File: config.mk
export PLATFORM = sky130hd
export DESIGN_NAME = identifier_string_classifier_top
export DESIGN_NICKNAME = d
export VERILOG_FILES = /design/src/sv/isc_pkg.sv /design/src/sv/isc_check.sv /design/src/sv/identifier_string_classifier_top.sv
export SDC_FILE = /design/constraint.sdc
export NUM_CORES = 1
export LEC_CHECK = 0
export BUFFER_PORTS_ARGS = -buffer_cell sky130_fd_sc_hd__buf_2
export CORE_MARGIN = 8
export CORE_UTILIZATION = 25
export DETAILED_ROUTE_END_ITERATION = 10
export MAX_ROUTING_LAYER = met4
export PLACE_DENSITY = 0.36
export SYNTH_ARGS = -nofsm -noshare
export SYNTH_HDL_FRONTEND = slang
export SYNTH_SLANG_ARGS = --single-unit
File: constraint.sdc
create_clock -name i_clk -period 7.9 [get_ports i_clk]
set_input_delay 1.58 -clock i_clk [delete_from_list [all_inputs] [get_ports i_clk]]
set_output_delay 1.58 -clock i_clk [all_outputs]
set_load 0.01 [all_outputs]
File: src/sv/isc_pkg.sv
// Shared types, constants and check-digit arithmetic for the identifier string classifier
`timescale 1ns / 1ps

package isc_pkg;

    // Result kind codes
    typedef enum logic [1:0] {
        KIND_NONE  = 2'd0,
        KIND_PLATE = 2'd1,
        KIND_CPF   = 2'd2,
        KIND_EMAIL = 2'd3
    } t_kind;

    // Character codes, lengths, digit positions and weights
    localparam logic [7:0] CHAR_AT    = 8'h40;
    localparam logic [7:0] CHAR_DOT   = 8'h2E;
    localparam logic [7:0] CHAR_ZERO  = 8'h30;
    localparam logic [3:0] LEN_SAT    = 4'd12;
    localparam logic [3:0] LEN_PLATE  = 4'd7;
    localparam logic [3:0] LEN_CPF    = 4'd11;
    localparam logic [3:0] PREFIX_LEN = 4'd3;
    localparam logic [3:0] POS_TENTH  = 4'd9;
    localparam logic [3:0] POS_ELEVEN = 4'd10;
    localparam logic [3:0] WEIGHT1    = 4'd10;
    localparam logic [3:0] WEIGHT2    = 4'd11;
    localparam logic [1:0] DOT_SAT    = 2'd3;

    // Reciprocal of 11 in 16 fractional bits, exact for 10-bit dividends
    localparam logic [12:0] RECIP11   = 13'd5958;
    localparam logic [3:0]  MOD11     = 4'd11;

    // Snapshot of a finished string, handed to the check-digit stage
    typedef struct packed {
        t_kind       kind;
        logic [8:0]  sum1;
        logic [9:0]  sum2;
        logic [3:0]  digit10;
        logic [3:0]  digit11;
    } t_fin;

    // Check digit: (10 * sum) mod 11, with 10 mapped to 0.
    // Since 10 = -1 mod 11 this is (11 - sum mod 11) mod 11.
    function automatic logic [3:0] check_digit(input logic [9:0] sum);
        logic [22:0] prod;
        logic [6:0]  quo;
        logic [9:0]  rem;
        logic [3:0]  m;
        prod = 23'(sum) * 23'(RECIP11);
        quo  = prod[22:16];
        rem  = sum - 10'(quo * 7'(MOD11));
        m    = rem[3:0];
        if (m == 4'd0 || m == 4'd1) begin
            check_digit = 4'd0;
        end else begin
            check_digit = MOD11 - m;
        end
    endfunction

endpackage

File: src/sv/isc_check.sv
// CPF check-digit comparison for a finished string
`timescale 1ns / 1ps

module isc_check (
    input  isc_pkg::t_fin i_fin,
    output logic          o_cpf_valid
);

    logic [3:0] w_d1;
    logic [3:0] w_d2;

    // Both check digits must match the stored tenth and eleventh digits
    always_comb begin
        w_d1        = isc_pkg::check_digit({1'b0, i_fin.sum1});
        w_d2        = isc_pkg::check_digit(i_fin.sum2);
        o_cpf_valid = (i_fin.kind == isc_pkg::KIND_CPF) &&
                      (w_d1 == i_fin.digit10) && (w_d2 == i_fin.digit11);
    end

endmodule

File: src/sv/identifier_string_classifier_top.sv
// Top level of the streaming identifier string classifier
`timescale 1ns / 1ps
//
// Channel   Direction  Handshake            Payload
// input     in         i_valid / o_stall    i_char_code[7:0], i_last_char
// result    out        o_valid / i_stall    o_kind[1:0], o_cpf_valid
//
// One character is taken every cycle while o_stall is low; the string state
// updates in the same edge. A result passes through the snapshot register,
// then the check-digit stage into the output register.
// Reset clears the string state and both valid flags.
// A stalled result holds; input stalls only when both result stages are full
// and the result is stalled.

module identifier_string_classifier_top (
    input  logic       i_clk,
    input  logic       i_rst_n,
    input  logic       i_valid,
    output logic       o_stall,
    input  logic [7:0] i_char_code,
    input  logic       i_last_char,
    output logic       o_valid,
    input  logic       i_stall,
    output logic [1:0] o_kind,
    output logic       o_cpf_valid
);

    // String state
    logic [3:0] r_len,  n_len;
    logic       r_first3, n_first3;
    logic       r_tail, n_tail;
    logic       r_all,  n_all;
    logic       r_at,   n_at;
    logic [1:0] r_dot,  n_dot;
    logic [8:0] r_sum1, n_sum1;
    logic [9:0] r_sum2, n_sum2;
    logic [3:0] r_d10,  n_d10;
    logic [3:0] r_d11,  n_d11;

    // Snapshot and output stages
    logic                r_fin_valid;
    isc_pkg::t_fin       r_fin, n_fin;
    logic                r_out_valid;
    logic [1:0]          r_out_kind;
    logic                r_out_cpf;
    logic                w_cpf_valid;

    logic       w_en_out, w_en_fin, w_accept;
    logic       w_dig, w_letter;
    logic [3:0] w_val;
    logic [3:0] w_wt1, w_wt2;

    // Stage enables
    assign w_en_out = !r_out_valid || !i_stall;
    assign w_en_fin = !r_fin_valid || w_en_out;
    assign o_stall  = !w_en_fin;
    assign w_accept = i_valid && w_en_fin;

    // Character classes
    always_comb begin
        w_dig    = (i_char_code >= 8'h30) && (i_char_code <= 8'h39);
        w_letter = ((i_char_code >= 8'h41) && (i_char_code <= 8'h5A)) ||
                   ((i_char_code >= 8'h61) && (i_char_code <= 8'h7A));
        w_val    = w_dig ? 4'(i_char_code - isc_pkg::CHAR_ZERO) : 4'd0;
        w_wt1    = isc_pkg::WEIGHT1 - r_len;
        w_wt2    = isc_pkg::WEIGHT2 - r_len;
    end

    // Next string state after this character
    always_comb begin
        n_first3 = r_first3;
        n_tail   = r_tail;
        if (r_len < isc_pkg::PREFIX_LEN) begin
            n_first3 = r_first3 && w_letter;
        end else begin
            n_tail = r_tail && w_dig;
        end
        n_all = r_all && w_dig;
        n_at  = r_at || (i_char_code == isc_pkg::CHAR_AT);
        n_dot = r_dot;
        if (r_dot != 2'd0) begin
            if (r_dot < isc_pkg::DOT_SAT) begin
                n_dot = r_dot + 2'd1;
            end
        end else if (i_char_code == isc_pkg::CHAR_DOT) begin
            n_dot = 2'd1;
        end
        n_sum1 = r_sum1;
        if (r_len < isc_pkg::POS_TENTH) begin
            n_sum1 = r_sum1 + 9'(8'(w_val) * 8'(w_wt1));
        end
        n_sum2 = r_sum2;
        if (r_len < isc_pkg::POS_ELEVEN) begin
            n_sum2 = r_sum2 + 10'(8'(w_val) * 8'(w_wt2));
        end
        n_d10 = (r_len == isc_pkg::POS_TENTH)  ? w_val : r_d10;
        n_d11 = (r_len == isc_pkg::POS_ELEVEN) ? w_val : r_d11;
        n_len = (r_len < isc_pkg::LEN_SAT) ? r_len + 4'd1 : r_len;
    end

    // Kind of the finished string
    always_comb begin
        n_fin.kind = isc_pkg::KIND_NONE;
        if (n_len == isc_pkg::LEN_PLATE) begin
            if (n_first3 && n_tail) begin
                n_fin.kind = isc_pkg::KIND_PLATE;
            end
        end else if (n_len == isc_pkg::LEN_CPF) begin
            if (n_all) begin
                n_fin.kind = isc_pkg::KIND_CPF;
            end
        end else if (n_at && (n_dot == isc_pkg::DOT_SAT)) begin
            n_fin.kind = isc_pkg::KIND_EMAIL;
        end
        n_fin.sum1    = n_sum1;
        n_fin.sum2    = n_sum2;
        n_fin.digit10 = n_d10;
        n_fin.digit11 = n_d11;
    end

    // String state registers; the last character returns them to reset values
    always_ff @(posedge i_clk) begin
        if (!i_rst_n || (w_accept && i_last_char)) begin
            r_len    <= 4'd0;
            r_first3 <= 1'b1;
            r_tail   <= 1'b1;
            r_all    <= 1'b1;
            r_at     <= 1'b0;
            r_dot    <= 2'd0;
            r_sum1   <= 9'd0;
            r_sum2   <= 10'd0;
            r_d10    <= 4'd0;
            r_d11    <= 4'd0;
        end else if (w_accept) begin
            r_len    <= n_len;
            r_first3 <= n_first3;
            r_tail   <= n_tail;
            r_all    <= n_all;
            r_at     <= n_at;
            r_dot    <= n_dot;
            r_sum1   <= n_sum1;
            r_sum2   <= n_sum2;
            r_d10    <= n_d10;
            r_d11    <= n_d11;
        end
    end

    // Snapshot stage
    always_ff @(posedge i_clk) begin
        if (!i_rst_n) begin
            r_fin_valid <= 1'b0;
        end else if (w_en_fin) begin
            r_fin_valid <= w_accept && i_last_char;
        end
    end

    always_ff @(posedge i_clk) begin
        if (w_accept && i_last_char) begin
            r_fin <= n_fin;
        end
    end

    isc_check u_check (
        .i_fin       (r_fin),
        .o_cpf_valid (w_cpf_valid)
    );

    // Output register
    always_ff @(posedge i_clk) begin
        if (!i_rst_n) begin
            r_out_valid <= 1'b0;
        end else if (w_en_out) begin
            r_out_valid <= r_fin_valid;
        end
    end

    always_ff @(posedge i_clk) begin
        if (w_en_out && r_fin_valid) begin
            r_out_kind <= r_fin.kind;
            r_out_cpf  <= w_cpf_valid;
        end
    end

    assign o_valid     = r_out_valid;
    assign o_kind      = r_out_kind;
    assign o_cpf_valid = r_out_cpf;

    // Checks
    a_cpf_kind: assert property (@(posedge i_clk) disable iff (!i_rst_n)
        o_valid && o_cpf_valid |-> o_kind == isc_pkg::KIND_CPF)
        else $error("cpf_valid set on a non-CPF result");

    a_len_sat: assert property (@(posedge i_clk) disable iff (!i_rst_n)
        r_len <= isc_pkg::LEN_SAT)
        else $error("length count beyond saturation");

    a_stall_full: assert property (@(posedge i_clk) disable iff (!i_rst_n)
        o_stall |-> r_fin_valid && r_out_valid)
        else $error("input stalled with a free result stage");

    a_last_clears: assert property (@(posedge i_clk) disable iff (!i_rst_n)
        w_accept && i_last_char |=> r_len == 4'd0 && r_fin_valid)
        else $error("string state not cleared after last character");

endmodule
# After elaboration in Yosys (flattened, before gate mapping)

Cells that the tools add are included.

Flip-flop bits (word level): 71
Input bits: 13
Output and inout port bits: 5
Logic and storage cells: 105

$add $sub $neg: 11
Multipliers: 6
Magnitude comparators: 11
Equality and inequality tests: 12
Muxes and demuxes: 18
Reductions and logical operators: 28

Operator list:

| cell                     | count |
|---|---|
| $mux W4                  | 6 |
| $mul A10 B12 Y22 const B | 1 |
| $mul A9 B12 Y21 const B  | 1 |
| $ge A8 B7 Y1 const B     | 2 |
| $le A8 B7 Y1 const B     | 2 |
| $mul A4 B4 Y8            | 2 |
| $sub A4 B4 Y4 const A    | 4 |
| $mux W2                  | 7 |
| $logic_and A1 B1 Y1      | 13 |
| $eq A4 B4 Y1 const B     | 3 |
| $lt A4 B4 Y1 const B     | 3 |
| $add A10 B8 Y10          | 1 |
| $mux W10                 | 1 |
| $add A9 B8 Y9            | 1 |
| $mux W9                  | 1 |
| $eq A4 B1 Y1 const B     | 2 |
| $eq A4 B4 Y1             | 2 |
| $eq A8 B6 Y1 const B     | 1 |
| $eq A8 B7 Y1 const B     | 1 |
| $ge A8 B6 Y1 const B     | 1 |
| $le A8 B6 Y1 const B     | 1 |
| $logic_not A4 Y1         | 2 |
| $sub A4 B4 Y4            | 2 |
| $logic_or A1 B1 Y1       | 7 |
| 12 further kinds         | 19 |

# Depth between registers and ports, before layout

Gate-level depths: netlist (run 1).

Depth in word-level cells: 9
Depth in mapped cells: 35
Mapped depth without buffers: 35

# Cells and area by module

A second synthesis (run 1) with hierarchy kept.

Cells, all modules: 940
Area total of the unflattened synthesis: 8866.0 µm²

By module, submodules not included:

| module                           | instances | cells each | area each (µm²) | seq. area each (µm²) |
|---|---|---|---|---|
| identifier_string_classifier_top | 1         | 491        | 4579.4          | 1741.7 |
| isc_check                        | 1         | 449        | 4286.6          | 0.0 |

# Worst setup path before layout (run 1)

No wires, ideal clock.

Path kind: register to register
From: register r_fin[10] in the netlist's numbering
To: register r_out_cpf, in the netlist o_cpf_valid (data pin)
Setup time: 133 ps
Arrival: 7145 ps
Required time: 7767 ps
Setup slack: 622 ps
Stages on the path, launching flop included: 34
Path buffers: 0
Period minus slack after synthesis: 7278 ps
Cell sequence: edfxtp_1 -> inv_1 -> fa_1 -> inv_1 -> ha_1 -> inv_1 -> fa_1 -> inv_1 -> fa_1 -> fa_1 -> ha_1 -> and3_1 -> nor2b_1 -> nor4_1 -> a32oi_1 -> xnor2_2 -> inv_1 -> ha_1 -> xnor2_1 -> xnor2_1 -> inv_1 -> ha_1 -> or2_2 -> a21o_1 -> a21oi_1 -> xnor2_1 -> xnor2_1 -> xnor2_1 -> xnor2_1 -> ha_1 -> nand2b_1 -> nor3b_1 -> a2111oi_0 -> o2111a_1

Cells in the longest elaborated chain, start to end: 8
Elaborated cells on any way between the ends: 10
Those cells by class: 2 x add/sub; 2 x mul; 2 x eq/ne; 1 x mux; 3 x reduce/logical

Ends and longest elaborated chain:

| element                                                               | RTL line                                | source |
|---|---|---|
| from (decl)                                                           | identifier_string_classifier_top.sv:42  | `isc_pkg::t_fin r_fin, n_fin;` |
| from (signal assigned)                                                | identifier_string_classifier_top.sv:159 | `r_fin <= n_fin;` |
| $mul A10 B12 Y22                                                      | isc_pkg.sv:48                           | `prod = 23'(sum) * 23'(RECIP11);` |
| $mul A7 B4 Y4                                                         | isc_pkg.sv:50                           | `rem = sum - 10'(quo * 7'(MOD11));` |
| $sub A4 B4 Y4 *                                                       | isc_pkg.sv:50                           |  |
| parallel branches: the longest is 2 deep, another holds $sub A4 B4 Y4 | -                                       |  |
| $mux W4 *                                                             | isc_pkg.sv:52                           | `if (m == 4'd0 \|\| m == 4'd1) begin` |
| $eq A4 B4 Y1 *                                                        | isc_check.sv:17                         | `(w_d1 == i_fin.digit10) && (w_d2 == i_fin.digit11);` |
| $logic_and A1 B1 Y1 *                                                 | isc_check.sv:17                         |  |
| named net u_check.o_cpf_valid                                         | isc_check.sv:6                          | `output logic o_cpf_valid` |
| to (signal assigned)                                                  | identifier_string_classifier_top.sv:180 | `r_out_cpf <= w_cpf_valid;` |
| to (decl)                                                             | identifier_string_classifier_top.sv:45  | `logic r_out_cpf;` |

Mark *: on every way through the listed nets, which the timed path passes.
A chain may end at the register's enable or synchronous reset.

# Worst setup path after layout (run 1)

From: register r_fin[24] in the netlist's numbering
To: register r_out_cpf, in the netlist o_cpf_valid (data pin)

Cells in the longest elaborated chain, start to end: 9
Elaborated cells on any way between the ends: 11
Those cells by class: 2 x add/sub; 2 x mul; 2 x eq/ne; 1 x mux; 4 x reduce/logical

Ends and longest elaborated chain:

| element                                                               | RTL line        | source |
|---|---|---|
| $mul A9 B12 Y21 *                                                     | isc_pkg.sv:48   |  |
| $mul A6 B4 Y4 *                                                       | isc_pkg.sv:50   |  |
| $sub A4 B4 Y4 *                                                       | isc_pkg.sv:50   |  |
| parallel branches: the longest is 2 deep, another holds $sub A4 B4 Y4 | -               |  |
| $mux W4 *                                                             | isc_pkg.sv:52   |  |
| $eq A4 B4 Y1 *                                                        | isc_check.sv:17 |  |
| $logic_and A1 B1 Y1 *                                                 | isc_check.sv:16 | `o_cpf_valid = (i_fin.kind == isc_pkg::KIND_CPF) &&` |
| $logic_and A1 B1 Y1 *                                                 | isc_check.sv:17 |  |
| named net u_check.o_cpf_valid                                         | isc_check.sv:6  |  |

Marked as above.

==> results of run 1 <==
through the flow:
stage,power [mW],setup WS [ns]
6_report,3.03,0.518
5_1_grt,3.43,0.00849
4_1_cts,3.00,0.226
3_5_place_dp,2.58,0.272
3_3_place_gp,2.58,0.355
2_1_floorplan,2.16,0.622
registers in the layout (all words and copies together) (netlist names), 2 cells and up:
| name | cells |
|---|---|
| o_kind | 2 |
| r_d10 | 4 |
| r_d11 | 4 |
| r_dot | 2 |
| r_fin | 29 |
| r_len | 4 |
| r_sum1 | 9 |
| r_sum2 | 10 |
critical path, delay by kind of cell, from the launching register on:
family	cells	cell delay, ns
adder cells (fa/ha/maj)	9	3.44
buffers and inverters	5	0.30
XOR/XNOR	4	0.57
AO/OA/AOI/OAI	10	2.06
AND/OR/NAND/NOR	4	0.41
flip-flops	1	0.45
layout make-up:
type | instances | area (µm²) | share of cell area
multi-input cells | 648 | 6010 | 0.628
flip-flops and latches | 71 | 1740 | 0.182
inverters | 184 | 691 | 0.0722
well taps | 448 | 561 | 0.0586
repair buffers | 43 | 280 | 0.0293
clock buffers | 9 | 225 | 0.0236
clock inverters | 7 | 55.1 | 0.00576
routing by layer:
layer	global-route usage	up-vias
met3	0.00775	14
li1	-	3068
met4	0.0281	0
met1	0.135	2760
met2	0.155	42
met5	-	-
kinds of logic (layout without fill, tap and decap cells):
logic type,after synthesis,count (layout)
simple gates,207,207
flops,71,71
xor+xnor,59,59
fa+ha+maj,244,244
buf+inv,200,243
compound gates,126,126
mux,12,12
worst paths after layout:
path	startpoint	end	slack, ns
max	r_fin[24]$_DFFE_PP_	o_cpf_valid$_DFFE_PP_	0.52
max reg2reg	r_fin[24]$_DFFE_PP_	o_cpf_valid$_DFFE_PP_	0.52
min	r_sum1[3]$_SDFFE_PP0P_	r_sum1[3]$_SDFFE_PP0P_	0.46
min reg2reg	r_sum1[3]$_SDFFE_PP0P_	r_sum1[3]$_SDFFE_PP0P_	0.46
repair_timing:
action / 4_1_cts / 5_1_grt
endpoints found under the setup margin: 0 / 1
gates resized for setup: 0 / 10
buffers inserted: 0 / 9
power by group through the flow:
stage | sequential, mW | combinational, mW | clock, mW
2_1_floorplan | 0.416 | 1.75 | 0
3_3_place_gp | 0.419 | 2.16 | 0
3_5_place_dp | 0.419 | 2.16 | 0
4_1_cts | 0.411 | 2.18 | 0.412
5_1_grt | 0.411 | 2.60 | 0.419
6_report | 0.410 | 2.22 | 0.397
layout by cell type, fill, tap and decap left out, drive strengths merged, types with 8 or more instances in the layout:
cell,Yosys,final
ha,168,168
nand2b,8,8
fa,76,76
nor2b,8,8
xor2,16,16
dfxtp,39,39
o21ai,35,35
clkbuf,12,9
buf,4,43
nor2,79,79
or2,9,9
xnor2,43,43
nand3,20,20
mux2,8,8
edfxtp,32,32
nand2,54,54
a21oi,45,45
a21o,11,11
inv,184,187
==> qor.txt, run 1 <==
status = complete, no violations
mux share of post-synthesis cell area = 0.0153
DR vias = 5884
H-tree depth = 3
P_int = 1.69 mW
main combinational cell family by area after synthesis = adder cells
# fillers = 3611
unrepaired setup endpoints after global routing = false
CTS Root Cell = clkbuf_16
number of synthesized flops with an enable pin = 32
M1 wire length = 9.77 mm
wire per inst = 13.3 µm
leakage = 4.69 nW
XOR/XNOR share of the synthesized area = 0.0618
Synth top cells by count = 184 x inv_1, 168 x ha_1, 78 x nor2_1
Synth Area in Compound Gates = 0.0898
CTS Buffer Depth = 2
clk sinks = 71
R2R cell count = 32
syn_nets = 1176
CP Class = flip-flop to flip-flop
Routed Antenna Nets = 0
WHS Path Cells = 2
Max Freq = 0.135 GHz
Slew Limit Fails = 0
flops & latches, synth = 71
top cell type by total area after synthesis = ha_1
slew of the pin with the lowest slew margin = 0.632 ns
Vias per Instance = 4.17
dpl cell area = 0.00920 mm²
share of post-route cells with drive strength above 1 = 0.0904
Detailed Place HPWL = 15.4 mm
clock period minus worst slack = 7.38 ns
Num CTS Buffers = 9
P_sw = 1.34 mW
Initial DRC Count = 267
first-pass GRT wire length = 31.4 mm
share of the synthesized area in the top cell type = 0.248
Max Used Layer = met4
largest net degree at the start of global routing = 33
I/O Buffers = 17
Seq/Total Area, Yosys = 0.205
initial antenna violation count = 0
Net Sw Frac = 0.442
total track usage = 0.0988
average cell area after synthesis = 9.23 µm²
slew margin rel. = 0.575
Hold/Removal Path Class = flip-flop to flip-flop
final setup vio count = 0
Mapped Cells = 919
Final Skew = 0.0103 ns
Antenna diodes = 0
die width = 200 µm
Routability Congestion = 0.780
drc violations = 0
fin util = 0.286
ranking of synthesized cells by area = ha_1 25%, fa_1 18%, edfxtp_1 11%
critical path endpoint category = flip-flop
count leader, synth = inv_1
dpl cells = 1385
Post-Synth Adder-Cell Area = 0.427
Final Non-Filler Cells = 1410
die footprint = 0.0401 mm²
core area = 0.0334 mm²
simple-gate share of the synthesized area = 0.112
io pins = 18
crit start category = flip-flop
Flop pwr share = 0.135
Max Cap Viol = 0
Final #Nets = 1214
required time worst endpoint = 8.11 ns
worst skew pair latency = 0.35 ns
routed length on met3 = 211 µm
CTS tree = built
Synth Cell Area = 0.00849 mm²
vias in the first global route = 5954
Comb pwr share = 0.734
Cell Rows = 67
Area Overhead vs Synth = 12.7%
clock share of power = 0.131
DRT Pass-1 Iters = 6
Setup TNS Final = 0 ns
CP peak stage delay = 0.53 ns
fraction of registers with async set/reset = 0
Reg clk slew, reported paths = 0.06 ns
Post-Route WL = 18.7 mm
Hold WS = 0.463 ns
CP max-delay cell = fa_1
Die H = 200 µm
WL met2 = 8.51 mm
post-synth cell types = 54
ys flop type = dfxtp_1
post-route cell area = 0.00956 mm²
highest net fanout along the worst path = 4
Power Dens Cells = 317 mW/mm²
Final Hold Viols = 0
Worst VDD drop = 0.220 mV
starting density of the core = 0.254
Tcrit/Tclk final = 0.934
gr ovfl total = 0
Ys Warns = 0
Hold Buf Count CTS = 0
crit path DAT = 7.59 ns
Power figures use the tool's default switching activity.
==> inputs of run 2 (changes only) <==
--- a/config.mk
+++ b/config.mk
@@ -8,6 +8,7 @@
 export BUFFER_PORTS_ARGS = -buffer_cell sky130_fd_sc_hd__buf_2
 export CORE_MARGIN = 8
 export CORE_UTILIZATION = 25
+export CTS_BUF_LIST = sky130_fd_sc_hd__clkbuf_8
 export DETAILED_ROUTE_END_ITERATION = 10
 export MAX_ROUTING_LAYER = met4
 export PLACE_DENSITY = 0.36
==> run 2 against run 1 <==
Effect of this change:
- clock-buffer cell count did not move
- critical endpoint unchanged
- routed wire length barely moved
- critical path depth did not move
==> qor.txt, run 2 (synthesized netlist as in run 1, its figures left out) <==
status = complete, no violations (unchanged)
DR vias = 5880 (was 5884)
CP peak stage delay = 0.53 ns (about the same)
CTS Buffer Depth = 2 (unchanged)
first-pass GRT wire length = 31.4 mm (about the same)
Routability Congestion = 0.780 (unchanged)
H-tree depth = 3 (unchanged)
dpl cell area = 0.00920 mm² (unchanged)
Antenna diodes = 0 (unchanged)
Max Freq = 0.135 GHz (about the same)
gr ovfl total = 0 (unchanged)
Num CTS Buffers = 9 (unchanged)
crit start category = flip-flop (unchanged)
io pins = 18 (unchanged)
Slew Limit Fails = 0 (unchanged)
grt met2 use = 0.155 (about the same)
slew margin rel. = 0.555 (was 0.575)
Reg clk slew, reported paths = 0.09 ns (was 0.06 ns)
grt met3 use = 0.00775 (unchanged)
vias in the first global route = 5953 (was 5954)
Worst VDD drop = 0.219 mV (was 0.220 mV)
highest net fanout along the worst path = 4 (unchanged)
share of post-route cells with drive strength above 1 = 0.0904 (unchanged)
clk sinks = 71 (unchanged)
GR peak layer = met2 (unchanged)
die width = 200 µm (unchanged)
clock share of power = 0.097 (was 0.131)
Post-Route WL = 18.7 mm (about the same)
Flop pwr share = 0.140 (was 0.135)
P_int = 1.59 mW (was 1.69 mW)
clock period minus worst slack = 7.39 ns (was 7.38 ns)
DRT Pass-1 Iters = 6 (unchanged)
Vias per Instance = 4.17 (about the same)
crit path DAT = 7.63 ns (was 7.59 ns)
most frequent cells in the layout = 182 x inv_1, 167 x ha_1, 77 x nor2_1, 74 x fa_1, 54 x nand2_1 (unchanged)
Area Overhead vs Synth = 11.5% (was 12.7%)
P_sw = 1.33 mW (was 1.34 mW)
biggest regs = r_fin (29), r_sum2 (10), r_sum1 (9) (unchanged)
initial antenna violation count = 0 (unchanged)
leakage = 4.64 nW (was 4.69 nW)
Hold Buf Count CTS = 0 (unchanged)
Biggest register = r_fin (unchanged)
CTS tree = built (unchanged)
post-route cell area = 0.00946 mm² (was 0.00956 mm²)
unrepaired setup endpoints after global routing = false (unchanged)
slew of the pin with the lowest slew margin = 0.661 ns (was 0.632 ns)
Final Skew = 0.0186 ns (was 0.0103 ns)
Comb pwr share = 0.762 (was 0.734)
Hold WS = 0.468 ns (was 0.463 ns)
Routed Antenna Nets = 0 (unchanged)
Net Sw Frac = 0.454 (was 0.442)
total power = 2.92 mW (was 3.03 mW)
Detailed Place HPWL = 15.4 mm (unchanged)
total track usage = 0.0988 (about the same)
CTS Root Cell = clkbuf_8 (was clkbuf_16)
Cell Rows = 67 (unchanged)
Hold/Removal Path Class = flip-flop to flip-flop (unchanged)
storage element area = 0.00174 mm² (unchanged)
CP max-delay cell = fa_1 (unchanged)
Die H = 200 µm (unchanged)
critical path endpoint category = flip-flop (unchanged)
number of flip-flops under the largest register name = 29 (unchanged)
Power Dens Cells = 308 mW/mm² (was 317 mW/mm²)
I/O Buffers = 17 (unchanged)
die footprint = 0.0401 mm² (unchanged)
GR Util met1 = 0.136 (was 0.135)
largest net degree at the start of global routing = 33 (unchanged)
CP Class = flip-flop to flip-flop (unchanged)
wire per inst = 13.3 µm (about the same)
Final #Nets = 1214 (unchanged)
worst skew pair latency = 0.37 ns (was 0.35 ns)
Initial DRC Count = 270 (was 267)
starting density of the core = 0.254 (unchanged)
final setup vio count = 0 (unchanged)
Tcrit/Tclk final = 0.936 (was 0.934)
Setup TNS Final = 0 ns (unchanged)
Multi-input gate area = 0.00601 mm² (unchanged)
# fillers = 3625 (was 3611)
drc violations = 0 (unchanged)
core area = 0.0334 mm² (unchanged)
commonest non-fill, non-tap cell in the layout = inv_1 (unchanged)
Final Hold Viols = 0 (unchanged)
required time worst endpoint = 8.13 ns (was 8.11 ns)
Max Cap Viol = 0 (unchanged)
==> run 2: changes by cell type in the layout (fill, tap and decap cells not counted) <==
| cell | change |
|---|---|
| clkbuf_16 | -9 |
| clkbuf_8 | +9 |
==> run 2: layout make-up <==
type                       count  share of cell area
clock inverter                 7             0.00582
timing repair buffer          43              0.0296
sequential                    71               0.184
multi-input combinational    648               0.635
tap                          448              0.0592
clock buffer                   9              0.0131
inverter                     184              0.0730
==> run 2: critical path: cells and delay by family, from the launching register on <==
family / cells / cell delay [ns]
compound gates: 10 / 2.06
fa+ha+maj: 9 / 3.44
flops: 1 / 0.45
xor+xnor: 4 / 0.57
buf+inv: 5 / 0.30
simple gates: 4 / 0.41
==> run 2: power by group through the flow <==
stage	clock, mW	combinational, mW	sequential (mW)
global route	0.309	2.60	0.411
global placement	0	2.16	0.419
floorplan	0	1.75	0.416
detailed placement	0	2.16	0.419
CTS	0.300	2.18	0.410
finish	0.284	2.22	0.409
==> run 2: through the flow <==
| step | util | std cells | setup slack (ns) |
|---|---|---|---|
| floorplan | - | 919 | 0.622 |
| global placement | 0.275 | 1385 | 0.355 |
| detailed placement | 0.275 | 1385 | 0.272 |
| CTS | 0.280 | 1401 | 0.214 |
| global route | 0.283 | 1410 | 0.000366 |
| finish | 0.283 | 1410 | 0.507 |
==> run 2: what timing repair did <==
action                     4_1_cts  5_1_grt
setup endpoints to repair        0        1
resized for setup                0       10
setup buffers                    0        9
==> run 2: worst paths after layout <==
| kind | start | endpoint | slack, ns | depth (start not counted) |
|---|---|---|---|---|
| max | r_fin[24]$_DFFE_PP_ | o_cpf_valid$_DFFE_PP_ | 0.51 | 32 |
| min | r_sum2[3]$_SDFFE_PP0P_ | r_sum2[3]$_SDFFE_PP0P_ | 0.47 | 2 |
| max reg2reg | r_fin[24]$_DFFE_PP_ | o_cpf_valid$_DFFE_PP_ | 0.51 | 32 |
| min reg2reg | r_sum2[3]$_SDFFE_PP0P_ | r_sum2[3]$_SDFFE_PP0P_ | 0.47 | 2 |
==> run 2: layer usage <==
layer / vias up / wire length (µm)
met2: 45 / 8500
met5: - / 0
li1: 3066 / -
met1: 2755 / 9760
met3: 14 / 222
met4: 0 / 227
==> inputs of run 3 (changes only) <==
--- a/config.mk
+++ b/config.mk
@@ -6,12 +6,14 @@
 export NUM_CORES = 1
 export LEC_CHECK = 0
 export BUFFER_PORTS_ARGS = -buffer_cell sky130_fd_sc_hd__buf_2
+export CELL_PAD_IN_SITES_DETAIL_PLACEMENT = 1
+export CELL_PAD_IN_SITES_GLOBAL_PLACEMENT = 1
 export CORE_MARGIN = 8
 export CORE_UTILIZATION = 25
 export CTS_BUF_LIST = sky130_fd_sc_hd__clkbuf_8
 export DETAILED_ROUTE_END_ITERATION = 10
 export MAX_ROUTING_LAYER = met4
-export PLACE_DENSITY = 0.36
+export PLACE_DENSITY_LB_ADDON = 0.1
 export SYNTH_ARGS = -nofsm -noshare
 export SYNTH_HDL_FRONTEND = slang
 export SYNTH_SLANG_ARGS = --single-unit
==> run 3 against run 2 <==
Effect of this change:
- sequential power about the same
- design area rose by 0.49%
- critical path type unchanged
- critical path depth unchanged
- largest cell class unchanged
- utilization is 0.14 points higher
==> qor.txt, run 3 (synthesized netlist as in run 1, its figures left out) <==
Final Skew = 0.0243 ns (was 0.0186 ns)
Post-Route WL = 20.9 mm (was 18.7 mm)
Vias per Instance = 4.23 (was 4.17)
critical path's top delay family = adder cells (unchanged)
Detailed Place HPWL = 17.4 mm (was 15.4 mm)
H-tree depth = 3 (unchanged)
Biggest register = r_fin (unchanged)
drc violations = 0 (unchanged)
required time worst endpoint = 8.14 ns (was 8.13 ns)
largest net degree at the start of global routing = 33 (unchanged)
Hold Buf Count CTS = 0 (unchanged)
worst skew pair latency = 0.38 ns (was 0.37 ns)
die footprint = 0.0401 mm² (unchanged)
Power Dens Cells = 312 mW/mm² (was 308 mW/mm²)
CTS Root Cell = clkbuf_8 (unchanged)
Worst VDD drop = 0.227 mV (was 0.219 mV)
DRT Pass-1 Iters = 4 (was 6)
CP max-delay cell = fa_1 (unchanged)
slew margin rel. = 0.484 (was 0.555)
critical path endpoint category = flip-flop (unchanged)
DR vias = 5974 (was 5880)
post-route cell area = 0.00951 mm² (was 0.00946 mm²)
Routed Antenna Nets = 0 (unchanged)
CP Class = flip-flop to flip-flop (unchanged)
CTS Buffer Depth = 2 (unchanged)
Max Cap Viol = 0 (unchanged)
leakage = 4.67 nW (was 4.64 nW)
Antenna diodes = 0 (unchanged)
storage element area = 0.00174 mm² (unchanged)
vias in the first global route = 6526 (was 5953)
unrepaired setup endpoints after global routing = false (unchanged)
Cell Rows = 67 (unchanged)
core area = 0.0334 mm² (unchanged)
I/O Buffers = 17 (unchanged)
final setup vio count = 0 (unchanged)
CTS tree = built (unchanged)
clk sinks = 71 (unchanged)
worst setup path startpoint = r_fin[24]$_DFFE_PP_ (unchanged)
Buf/Inv on CP = 5 (unchanged)
starting density of the core = 0.254 (unchanged)
wire per inst = 14.8 µm (was 13.3 µm)
worst r2r src = r_fin[24]$_DFFE_PP_ (unchanged)
Routability Congestion = 0.739 (was 0.780)
crit start category = flip-flop (unchanged)
initial antenna violation count = 0 (unchanged)
dpl cell area = 0.00922 mm² (was 0.00920 mm²)
total track usage = 0.110 (was 0.0988)
Max Freq = 0.135 GHz (about the same)
pre-CTS WS = 0.293 ns (was 0.272 ns)
Slew Limit Fails = 0 (unchanged)
Final Hold Viols = 0 (unchanged)
io pins = 18 (unchanged)
highest net fanout along the worst path = 4 (unchanged)
die width = 200 µm (unchanged)
most frequent cells in the layout = 184 x inv_1, 168 x ha_1, 78 x nor2_1, 75 x fa_1, 53 x nand2_1 (was 182 x inv_1, 167 x ha_1, 77 x nor2_1, 74 x fa_1, 54 x nand2_1)
worst setup margin = 0.469 ns (was 0.507 ns)
Setup TNS Final = 0 ns (unchanged)
crit path DAT = 7.67 ns (was 7.63 ns)
Die H = 200 µm (unchanged)
first-pass GRT wire length = 34.6 mm (was 31.4 mm)
slew of the pin with the lowest slew margin = 0.772 ns (was 0.661 ns)
Reg clk slew, reported paths = 0.09 ns (about the same)
hold wc startpoint = r_sum1[3]$_SDFFE_PP0P_ (was r_sum2[3]$_SDFFE_PP0P_)
status = complete, no violations (unchanged)
Multi-input gate area = 0.00601 mm² (about the same)
Area Overhead vs Synth = 12.0% (was 11.5%)
number of flip-flops under the largest register name = 29 (unchanged)
Final #Nets = 1217 (was 1214)
Hold/Removal Path Class = flip-flop to flip-flop (unchanged)
Tcrit/Tclk final = 0.941 (was 0.936)
share of post-route cells with drive strength above 1 = 0.0891 (was 0.0904)
commonest non-fill, non-tap cell in the layout = inv_1 (unchanged)
total power = 2.97 mW (was 2.92 mW)
Initial DRC Count = 125 (was 270)
gr ovfl total = 0 (unchanged)
# fillers = 3904 (was 3625)
CP peak stage delay = 0.54 ns (was 0.53 ns)
clock period minus worst slack = 7.43 ns (was 7.39 ns)
biggest regs = r_fin (29), r_sum2 (10), r_sum1 (9) (unchanged)
Num CTS Buffers = 9 (unchanged)
run 3: layout make-up:
type	count	area share
tap	448	0.0590
clock buffer	9	0.0130
multi-input combinational	648	0.632
clock inverter	7	0.00842
inverter	184	0.0726
timing repair buffer	46	0.0318
sequential	71	0.183
run 3: worst min-delay path, stage by stage, from the launching register on:
cell and delay [ns]:
dfxtp_1 0.32, nand2_1 0.05, a21oi_1 0.05
run 3: power by group:
part	internal (mW)	switching, mW	leakage [nW]	total, mW
Clock	0.149	0.168	0.0964	0.317
Combinational	1.06	1.18	3.95	2.24
Sequential	0.396	0.0124	0.626	0.409
Total	1.61	1.36	4.67	2.97
run 3: what timing repair did:
item,in CTS,in global routing
setup buffers,0,10
resized for setup,0,5
setup endpoints to repair,0,1
run 3: per-stage QoR:
step | cells | utilization | hold WS [ns]
after floorplan | 919 | - | 0.417
after global placement | 1387 | 0.276 | 0.450
after detailed placement | 1387 | 0.276 | 0.451
after CTS | 1403 | 0.282 | 0.466
after global routing | 1413 | 0.284 | 0.489
final | 1413 | 0.284 | 0.461
run 3: metal layers:
layer,track usage,up-vias,share of wire
li1,-,3073,-
met3,0.0115,14,0.012
met4,0.0237,0,0.0092
met5,-,-,0
met2,0.178,26,0.46
met1,0.146,2861,0.52
run 3: worst paths after layout:
kind / end / slack, ns / depth (start not counted)
min reg2reg: r_sum1[3]$_SDFFE_PP0P_ / 0.46 / 2
max reg2reg: o_cpf_valid$_DFFE_PP_ / 0.47 / 32
max: o_cpf_valid$_DFFE_PP_ / 0.47 / 32
min: r_sum1[3]$_SDFFE_PP0P_ / 0.46 / 2
